`config.mk`:
```
export PLATFORM = sky130hd
export DESIGN_NAME = stream_byte_reassembler
export DESIGN_NICKNAME = d
export VERILOG_FILES = /design/src/rtl/sbr_pkg.sv /design/src/rtl/sbr_slot_add.sv /design/src/rtl/sbr_mem.sv /design/src/rtl/stream_byte_reassembler.sv
export SDC_FILE = /design/constraint.sdc
export NUM_CORES = 1
export LEC_CHECK = 0
export BUFFER_PORTS_ARGS = -buffer_cell sky130_fd_sc_hd__buf_2
export CORE_UTILIZATION = 57
export DETAILED_ROUTE_END_ITERATION = 10
export PLACE_DENSITY = 0.74
export SYNTH_ARGS = -nofsm -noshare
export SYNTH_HDL_FRONTEND = slang
export SYNTH_SLANG_ARGS = --single-unit
export TNS_END_PERCENT = 10
```
`constraint.sdc`:
```
create_clock -name clk -period 14.1 [get_ports clk]
set_input_delay 1.41 -clock clk [delete_from_list [all_inputs] [get_ports clk]]
set_output_delay 1.41 -clock clk [all_outputs]
set_load 0.02 [all_outputs]
```
`src/rtl/sbr_pkg.sv`:
```
`default_nettype none

package sbr_pkg;

	typedef struct packed {
		logic [63:0] byte_index;
		logic [7:0]  data_byte;
		logic        has_byte;
		logic        last_segment;
		logic [63:0] stream_end_index;
		logic [6:0]  stream_buffered;
	} item_t;

	typedef struct packed {
		logic [7:0] out_byte;
		logic       byte_valid;
		logic       run_last;
		logic       stream_closed;
		logic [6:0] held_bytes;
	} result_t;

endpackage

`default_nettype wire

```
`src/rtl/sbr_slot_add.sv`:
```
`default_nettype none

// Modular adder over the circular window: slot = (base + step) mod CAPACITY.
module sbr_slot_add #(
	parameter int CAPACITY = 64,
	parameter int HW = 6
) (
	input  logic [HW-1:0] base,
	input  logic [HW-1:0] step,
	output logic [HW-1:0] slot
);

	localparam logic [HW:0] CAP_W = (HW+1)'(CAPACITY);

	logic [HW:0] sum;

	always_comb begin
		sum = {1'b0, base} + {1'b0, step};
		if (sum >= CAP_W) begin
			sum = sum - CAP_W;
		end
		slot = sum[HW-1:0];
	end

endmodule

`default_nettype wire

```
`src/rtl/sbr_mem.sv`:
```
`default_nettype none

// Byte store for the window, one write and one registered read per cycle.
module sbr_mem #(
	parameter int DEPTH = 64,
	parameter int AW = 6
) (
	input  logic          clk,
	input  logic          we,
	input  logic [AW-1:0] waddr,
	input  logic [7:0]    wdata,
	input  logic [AW-1:0] raddr,
	output logic [7:0]    rdata
);

	logic [7:0] mem [DEPTH];

	always_ff @(posedge clk) begin
		if (we) begin
			mem[waddr] <= wdata;
		end
	end

	always_ff @(posedge clk) begin
		rdata <= mem[raddr];
	end

endmodule

`default_nettype wire

```
`src/rtl/stream_byte_reassembler.sv`:
```
`default_nettype none

// Channel   Handshake                   Payload
// input     start, busy (start & !busy) item   (sbr_pkg::item_t)
// result    result_strobe, one cycle    result (sbr_pkg::result_t)
//
// An item passes through insert, a scan of the present flags, one slot per cycle through
// the shared slot adder, and a check; a released run then comes out one beat per cycle
// from the byte store. An item that releases nothing gives one status result instead;
// on a closed stream it goes straight from insert to that status result.
// Reset clears the present flags, counters and end record at once; no clearing pass.
// Results cannot be held off; busy stays high until the last beat of an item is out.
module stream_byte_reassembler
	import sbr_pkg::*;
#(
	parameter int CAPACITY = 64
) (
	input  logic    clk,
	input  logic    arst_n,
	input  logic    start,
	output logic    busy,
	input  item_t   item,
	output logic    result_strobe,
	output result_t result
);

	localparam int HW = (CAPACITY > 1) ? $clog2(CAPACITY) : 1;
	localparam int CW = $clog2(CAPACITY + 1);

	typedef enum logic [5:0] {
		S_IDLE   = 6'b000001,
		S_INSERT = 6'b000010,
		S_SCAN   = 6'b000100,
		S_CHECK  = 6'b001000,
		S_EMIT   = 6'b010000,
		S_STAT   = 6'b100000
	} state_t;

	state_t              state_q;
	item_t               item_q;
	logic [CAPACITY-1:0] present_q;
	logic [HW-1:0]       head_q;
	logic [CW-1:0]       held_q;
	logic [63:0]         emitted_q;
	logic                end_known_q;
	logic [63:0]         end_pos_q;
	logic                closed_q;
	logic [CW-1:0]       cnt_q;
	logic [CW-1:0]       remain_q;

	logic [7:0]    used;
	logic [7:0]    win;
	logic [63:0]   offset;
	logic          in_win;
	logic [HW-1:0] step;
	logic [HW-1:0] slot;
	logic          scan_hit;
	logic [63:0]   end_sum;
	logic          we;
	logic [7:0]    rdata;

	always_comb begin
		used = 8'(item_q.stream_buffered) + 8'(held_q);
		win = (used >= 8'(CAPACITY)) ? 8'd0 : 8'(CAPACITY) - used;
		offset = item_q.byte_index - emitted_q;
		in_win = item_q.has_byte && (item_q.byte_index >= emitted_q) && (offset < 64'(win));
	end

	// The one slot adder serves the insert, the scan and the read address.
	always_comb begin
		case (state_q)
			S_INSERT: step = offset[HW-1:0];
			S_SCAN:   step = cnt_q[HW-1:0];
			S_EMIT:   step = HW'(1);
			default:  step = '0;
		endcase
	end

	sbr_slot_add #(
		.CAPACITY(CAPACITY),
		.HW(HW)
	) u_slot (
		.base(head_q),
		.step(step),
		.slot(slot)
	);

	assign scan_hit = (cnt_q < CW'(CAPACITY)) && present_q[slot];
	assign end_sum = emitted_q + 64'(cnt_q);
	assign we = (state_q == S_INSERT) && !closed_q && in_win && !present_q[slot];

	sbr_mem #(
		.DEPTH(CAPACITY),
		.AW(HW)
	) u_mem (
		.clk(clk),
		.we(we),
		.waddr(slot),
		.wdata(item_q.data_byte),
		.raddr(slot),
		.rdata(rdata)
	);

	always_ff @(posedge clk) begin
		if ((state_q == S_IDLE) && start) begin
			item_q <= item;
		end
	end

	always_ff @(posedge clk or negedge arst_n) begin
		if (!arst_n) begin
			state_q <= S_IDLE;
			present_q <= '0;
			head_q <= '0;
			held_q <= '0;
			emitted_q <= '0;
			end_known_q <= 1'b0;
			end_pos_q <= '0;
			closed_q <= 1'b0;
			cnt_q <= '0;
			remain_q <= '0;
		end else begin
			case (state_q)
				S_IDLE: begin
					if (start) begin
						// The end record updates even on a closed stream.
						if (item.last_segment) begin
							end_known_q <= 1'b1;
							end_pos_q <= item.stream_end_index;
						end
						state_q <= S_INSERT;
					end
				end
				S_INSERT: begin
					if (closed_q) begin
						state_q <= S_STAT;
					end else begin
						if (we) begin
							present_q[slot] <= 1'b1;
							held_q <= held_q + CW'(1);
						end
						cnt_q <= '0;
						state_q <= S_SCAN;
					end
				end
				S_SCAN: begin
					if (scan_hit) begin
						cnt_q <= cnt_q + CW'(1);
					end else begin
						state_q <= S_CHECK;
					end
				end
				S_CHECK: begin
					// Every beat of the run carries the count and flag left after it.
					held_q <= held_q - cnt_q;
					remain_q <= cnt_q;
					if (end_known_q && (end_sum == end_pos_q)) begin
						closed_q <= 1'b1;
					end
					state_q <= (cnt_q == '0) ? S_STAT : S_EMIT;
				end
				S_EMIT: begin
					present_q[head_q] <= 1'b0;
					head_q <= slot;
					emitted_q <= emitted_q + 64'd1;
					remain_q <= remain_q - CW'(1);
					if (remain_q == CW'(1)) begin
						state_q <= S_IDLE;
					end
				end
				S_STAT: begin
					state_q <= S_IDLE;
				end
				default: begin
					state_q <= S_IDLE;
				end
			endcase
		end
	end

	assign busy = (state_q != S_IDLE);
	assign result_strobe = (state_q == S_EMIT) || (state_q == S_STAT);

	always_comb begin
		result.out_byte = (state_q == S_EMIT) ? rdata : 8'd0;
		result.byte_valid = (state_q == S_EMIT);
		result.run_last = (state_q == S_STAT) || (remain_q == CW'(1));
		result.stream_closed = closed_q;
		result.held_bytes = 7'(held_q);
	end

endmodule

`default_nettype wire

```
==> parameters.txt, run 1 <==
Parameter                              Value

Final layout
  Antenna diode count    0
  Final-stage net count    around 4000
  Most used cells in the layout excluding fill and tap cells    edfxtp_1, nand2_1, a21oi_1, o21ai_0, nor2_1
  Sequential cell area    23600 µm²
  Most frequent standard cell in the layout excluding fill and tap cells    edfxtp_1
  Filler instances    5508
  Layout Area Growth over Synthesis    11.0%
  Multi-input gate area    16100 µm²
  Share of final-layout standard cells stronger than drive strength 1    0.128

CTS
  Cells resized by post-CTS repair    0
  Worst-Skew Late Latency    0.67 ns
  Total clock sinks    827
  Clock H-tree levels    3
  Total clock buffers created by CTS    84
  Root buffer cell    clkbuf_16
  Setup bufs post-CTS    0
  Maximum clock insertion buffer count    3
  Post-cts hold buffer count    0
  Clock transition at the registers of the reported paths    0.06 ns
  Clock tree from TritonCTS    done

Power
  Power density cells    around 160 nW/µm²
  Lkg Pwr    16.0 nW
  Power consumption    0.00723 W
  Maximum ir drop on the vdd rail    roughly 0.00013 V

Worst setup path
  Worst R2R Setup Slack    5.76 ns
  Reg-to-reg startpoint    state_q[1]
  Crit Reg-Reg Endpoint    u_mem.mem[50][5]
  Worst Setup Path Type    reg -> reg
  Worst Path Required    14.39 ns
  Cell count of the worst reg-to-reg path    17
  Crit path launch type    flip-flop
  Largest driver fanout on the critical path    47
  Timing startpoint of the critical path    state_q[1]
  Data arrival time of the critical path    approximately 8.6 ns
  Kind of end point of the critical path    flip-flop

Yosys
  Net count of the mapped netlist    3890
  Post-synthesis sequential element count    around 830
  Area fraction of the dominant cell type after synthesis    0.435
  Count of flip-flops with a built-in enable after synthesis    592
  Synth warn    0
  Area of the mapped netlist    a little over 40000 µm²
  Proportion of register bits with asynchronous set or reset after synthesis    0.274
  Post-Syn Instances    3635
  Yosys top cell by area    edfxtp_1
  Cell types occupying the most area after synthesis    edfxtp_1, dfrtp_1, nand2_1
  Most common flop cell mapped by yosys    edfxtp_1
  Synth Area per Inst    roughly 11 µm²
  Number of distinct library cells after synthesis    102
  Portion of the post-synthesis area used by sequential elements    0.578

Placed design
  HPWL after detailed placement    86.2 mm
  Global placer's final weighted congestion    1.05
  Port bufs    167

STA
  Highest clock frequency the design can meet    120 MHz
  Time the worst path needs with I/O delays and setup    8.34 ns
  Transition time at the pin with the least slew margin    1.25 ns
  Unrepaired setup endpoints after global routing    false
  Final setup fails    0
  Clock Skews    around 0.048 ns
  Max-Slew Margin vs Limit    0.170
  Hold Fails Final Rpt    0
  Total negative slack    0 ns
  Final worst path period share    0.591
  Number of max-slew violations in the final report    0

GRT
  Number of antenna violations at the first check in global routing    1
  Number of global-route vias before repair    29900
  Pin count of the biggest net entering global routing    92
  First-pass GRT wire length    187 mm
  Global-route usage over all layers    0.342
  Total overflow reported by the global router    0

Drt
  Number of detailed-routing iterations run before antenna repair    9
  Residual DRC    0
  Remaining number of nets flagged by the antenna check after routing    0
  DR WL/cell    26.7 µm
  Vias per cell    between 6 and 7
  Starting DRT DRC Count    around 4500
  Via count    31600
  Wire length after detailed routing    approximately 130 mm

Min path
  Hold Path Stages    1
  Min-delay src    end_known_q
  Endpoint of the worst hold path    end_known_q
  Class of the most critical hold timing path    reg -> reg

Die
  Core area    70500 µm²
  Overall die height    roughly 270 µm
  Top-level I/O count    168
  Horiz. Die Dim    about 270 µm
  Starting density of the core    0.580
  Num rows    97
  Die outline area    72800 µm²

Status
  Result of the run    completed

Job
  Max-cap violations    0
[Yosys cell counts (all sizes together) (8+ instances only)]
library cell  count
a211oi           15
o21ai           261
nor3             61
o21a             18
or4              17
and4             13
nand2b           18
mux2i            32
a31oi            55
nor2            234
a21oi           279
a22oi            14
mux2             72
nand3           119
a21o             30
o22ai            39
a2111oi          11
a311oi           28
xnor2           163
a222oi            8
or2               9
nand4            74
nor2b            14
and3             28
o211ai           16
buf              59
inv             103
edfxtp          592
or3              12
dfxtp             8
a311o            42
dfrtp           226
and2             13
ha              102
a22o              8
nor4             39
mux4             18
clkbuf          141
nand2           449
xor2             56
a221oi           33
nand3b           14
[routing by layer]
metal / wire length (µm) / track usage / up-vias
li1: - / - / 13800
met1: 48600 / 0.464 / 15200
met2: 56900 / 0.523 / 2108
met3: 13600 / 0.0690 / 428
met4: 7300 / 0.174 / 0
met5: 0 / 0 / -
[cell type report]
type / count / area share
Sequential cell: 827 / 0.521
Multi-Input combinational cell: 2505 / 0.355
Clock buffer: 114 / 0.0519
Tap cell: 940 / 0.0259
Timing Repair Buffer: 208 / 0.0254
Clock inverter: 44 / 0.0125
Inverter: 103 / 0.00855
[sequential cells by signal, summed over array words and instances (netlist names)]
| signal | flops |
|---|---|
| emitted_q | 64 |
| u_mem.rdata | 8 |
| closed_q | 1 |
| u_mem.mem | 512 |
| held_q | 7 |
| head_q | 6 |
| remain_q | 7 |
| item_q | 80 |
| end_known_q | 1 |
| cnt_q | 7 |
| end_pos_q | 64 |
| present_q | 64 |
| state_q | 6 |
[worst max-delay path by stage]
stage / cells past startpoint / endpoint
floorplan: 6 / end_pos_q[14]
global placement: 18 / u_mem.mem[49][3]
detailed placement: 18 / u_mem.mem[54][2]
CTS: 18 / u_mem.mem[49][2]
global route: 18 / u_mem.mem[49][6]
finish: 17 / u_mem.mem[50][5]
[logic make-up (layout without fill, tap and decap cells)]
family	count (synthesis)	in the layout	synth area share
AND/OR/NAND/NOR	1136	1136	0.132
AO/OA/AOI/OAI	920	920	0.142
flip-flops	827	827	0.578
buffers and inverters	303	469	0.0292
XOR/XNOR	219	219	0.0473
multiplexers	122	122	0.0376
adder cells (fa/ha/maj)	107	107	0.0337
other	1	1	0.0000918
[stage by stage]
stage / area [µm²] / hold WS [ns] / std cells / utilization / worst slack (ns)
2_1_floorplan: 40900 / 0.434 / 3635 / - / 8.05
3_3_place_gp: 42500 / 0.451 / 4583 / 0.602 / 6.17
3_5_place_dp: 42500 / 0.452 / 4583 / 0.602 / 5.99
4_1_cts: 45400 / 0.475 / 4741 / 0.644 / 5.93
5_1_grt: 45400 / 0.480 / 4741 / 0.644 / 5.37
6_report: 45400 / 0.473 / 4741 / 0.644 / 5.76
[report_power, final]
part,total (W),switching [W],internal [W]
Sequential,0.00304,0.000151,0.00289
Combinational,0.00187,0.00124,0.000635
Clock,0.00231,0.000992,0.00132
Total,0.00723,0.00238,0.00485
[critical path: stages, from the launching register on]
cell,delay [ns]
dfrtp_1,0.45
or4_1,0.59
or2_2,0.48
o221ai_1,0.19
ha_4,0.20
fa_4,0.87
inv_2,0.43
buf_4,0.62
mux4_2,0.58
a21oi_1,0.16
a22o_1,0.19
mux4_2,0.37
o211a_1,0.18
nand4_1,0.07
nor4_1,0.36
and4_1,0.93
nand3_2,0.55
nor2_1,0.70
Power figures use the tool's default switching activity.
==> run 2: changes to the inputs <==
- clock period: 14.1 -> 8.2 ns (I/O delays scaled with it)
==> run 2 against run 1 <==
Compared with the run above: fmax increased by 14%; non-clock buffer count increased by 6; critical endpoint is now u_mem.mem[1][4]; critical path depth increased by 1; highest routed layer unchanged; combinational power increased by 71%; first-iteration DRC count decreased by 8.5%; core utilization decreased by 0.080 points; largest power group unchanged.
==> parameters.txt, run 2 (synthesized netlist as in run 1, its figures left out) <==
Parameter                              Value

Final layout
  Max reg flops    512
  Filler instances    around 5500
  Leading registers by flop count    u_mem.mem x512, item_q x80
  Most frequent standard cell in the layout excluding fill and tap cells    edfxtp_1
  Antenna diode count    0
  Reg with most FFs    u_mem.mem
  Layout Area Growth over Synthesis    10.9%
  Final-stage net count    3990
  Share of final-layout standard cells stronger than drive strength 1    0.128
  Final core utilization    0.643
  Most used cells in the layout excluding fill and tap cells    edfxtp_1, nand2_1, a21oi_1, o21ai_0, nor2_1

STA
  Time the worst path needs with I/O delays and setup    7.34 ns
  Number of max-slew violations in the final report    0
  Clock Skews    0.0471 ns
  Final worst path period share    0.896
  Total negative slack    0 ns
  Transition time at the pin with the least slew margin    1.19 ns
  Fin Hold WS    between 0.15 and 0.2 ns
  Hold Fails Final Rpt    0
  Final setup fails    0
  Max-Slew Margin vs Limit    0.207
  Unrepaired setup endpoints after global routing    false
  Highest clock frequency the design can meet    136 MHz

CTS
  Cells resized by post-CTS repair    0
  Clock transition at the registers of the reported paths    about 0.060 ns
  Total clock sinks    just over 800
  Clock H-tree levels    3
  Maximum clock insertion buffer count    3
  Worst-Skew Late Latency    0.67 ns
  Clock tree from TritonCTS    done
  Post-cts hold buffer count    0
  Root buffer cell    clkbuf_16
  Setup bufs post-CTS    0
  Total clock buffers created by CTS    84

Worst setup path
  Slowest cell on crit path    fa_4
  Crit path largest cell delay    0.76 ns
  Worst Path Required    8.49 ns
  Reg-to-reg startpoint    state_q[1]
  Worst Setup Path Type    reg -> reg
  Kind of end point of the critical path    flip-flop
  Cells along the critical path    or4_1 > or2_2 > o221ai_1 > ha_4 > fa_4 > inv_2 > mux4_2 > nor2_1 > nor3_1 > a31oi_1 > mux4_2 > o211a_1 > nand4_1 > nor4_1 > and4_1 > buf_4 > nand2b_2 > nor2_1
  Data arrival time of the critical path    roughly 7.6 ns
  Crit path launch type    flip-flop
  Timing startpoint of the critical path    state_q[1]
  Largest driver fanout on the critical path    20

Placed design
  Global placer's final weighted congestion    between 1 and 1.5
  Port bufs    between 150 and 200
  HPWL after detailed placement    86.1 mm

Power
  Maximum ir drop on the vdd rail    0.000235 V
  Power density cells    272 nW/µm²
  Lkg Pwr    16.0 nW

Die
  Die outline area    72800 µm²
  Overall die height    between 200 and 300 µm
  Horiz. Die Dim    270 µm
  Starting density of the core    0.580
  Core area    roughly 71000 µm²
  Top-level I/O count    roughly 170
  Num rows    97

GRT
  Global-route usage over all layers    0.342
  First-pass GRT wire length    187 mm
  Pin count of the biggest net entering global routing    84
  Total overflow reported by the global router    0
  Number of global-route vias before repair    29800
  Number of antenna violations at the first check in global routing    0

Job
  Max-cap violations    0

Drt
  Remaining number of nets flagged by the antenna check after routing    0
  Residual DRC    0
  Vias per cell    6.62
  Via count    31400
  Starting DRT DRC Count    4121
  DR WL/cell    26.4 µm
  Wire length after detailed routing    ~130 mm
  Number of detailed-routing iterations run before antenna repair    7

Min path
  Class of the most critical hold timing path    in -> async

Status
  Result of the run    completed
-- run 2: cell count changes in the layout (fill, tap and decap cells not counted), sizes merged --
cell      delta
inv          +5
clkinvlp     -8
clkbuf       +2
clkinv       +1
bufinv       -1
buf          +6
-- run 2: critical path: cells and delay by family (launching register included) --
| family | cells | cell delay (ns) |
|---|---|---|
| and+or+nand+nor | 9 | 3.27 |
| buffers and inverters | 2 | 0.74 |
| muxes | 2 | 0.95 |
| adders and majority gates | 2 | 0.95 |
| AOI/OAI and AO/OA | 3 | 0.57 |
| DFF | 1 | 0.45 |
-- run 2: final timing paths --
path                            cells past startpoint         endpoint  slack, ns
worst max-delay path                               18  u_mem.mem[1][4]       0.86
worst min-delay path                                1    emitted_q[32]       0.17
worst max register to register                     18  u_mem.mem[1][4]       0.86
worst min register to register                      1      end_known_q       0.50
max in group asynchronous                           2         cnt_q[2]       6.44
min in group clk                                    1      item_q[108]       0.34
-- run 2: final cells by class --
class	count	area [µm²]	area share
Clock buffer	116	2350	0.0519
Clock inverter	41	465	0.0103
Tap cell	940	1180	0.0260
Timing Repair Buffer	214	1200	0.0264
Multi-Input combinational cell	2505	16100	0.356
Inverter	103	388	0.00856
Sequential cell	827	23600	0.521
-- run 2: power by group --
| group | switching, W | internal (W) | total, W |
|---|---|---|---|
| Sequential | 0.000271 | 0.00497 | 0.00524 |
| Clock | 0.00166 | 0.00222 | 0.00389 |
| Combinational | 0.00211 | 0.00110 | 0.00320 |
-- run 2: through the flow --
stage	setup slack (ns)	cells	instance area [µm²]	total power [W]
after floorplan	2.15	3635	40900	0.00729
after global placement	1.12	4589	42500	0.00841
after detailed placement	1.03	4589	42500	0.00842
after CTS	0.984	4746	45300	0.0123
after global routing	0.589	4746	45300	0.0128
final	0.856	4746	45300	0.0123
-- run 2: metal layers --
layer | vias up | track usage | routed length, µm | share of wire
met5 | - | 0 | 0 | 0
met4 | 0 | 0.155 | 6030 | 0.048
met3 | 372 | 0.0689 | 12400 | 0.099
met2 | 1967 | 0.525 | 57400 | 0.46
met1 | 15300 | 0.471 | 49500 | 0.40
li1 | 13800 | - | - | -
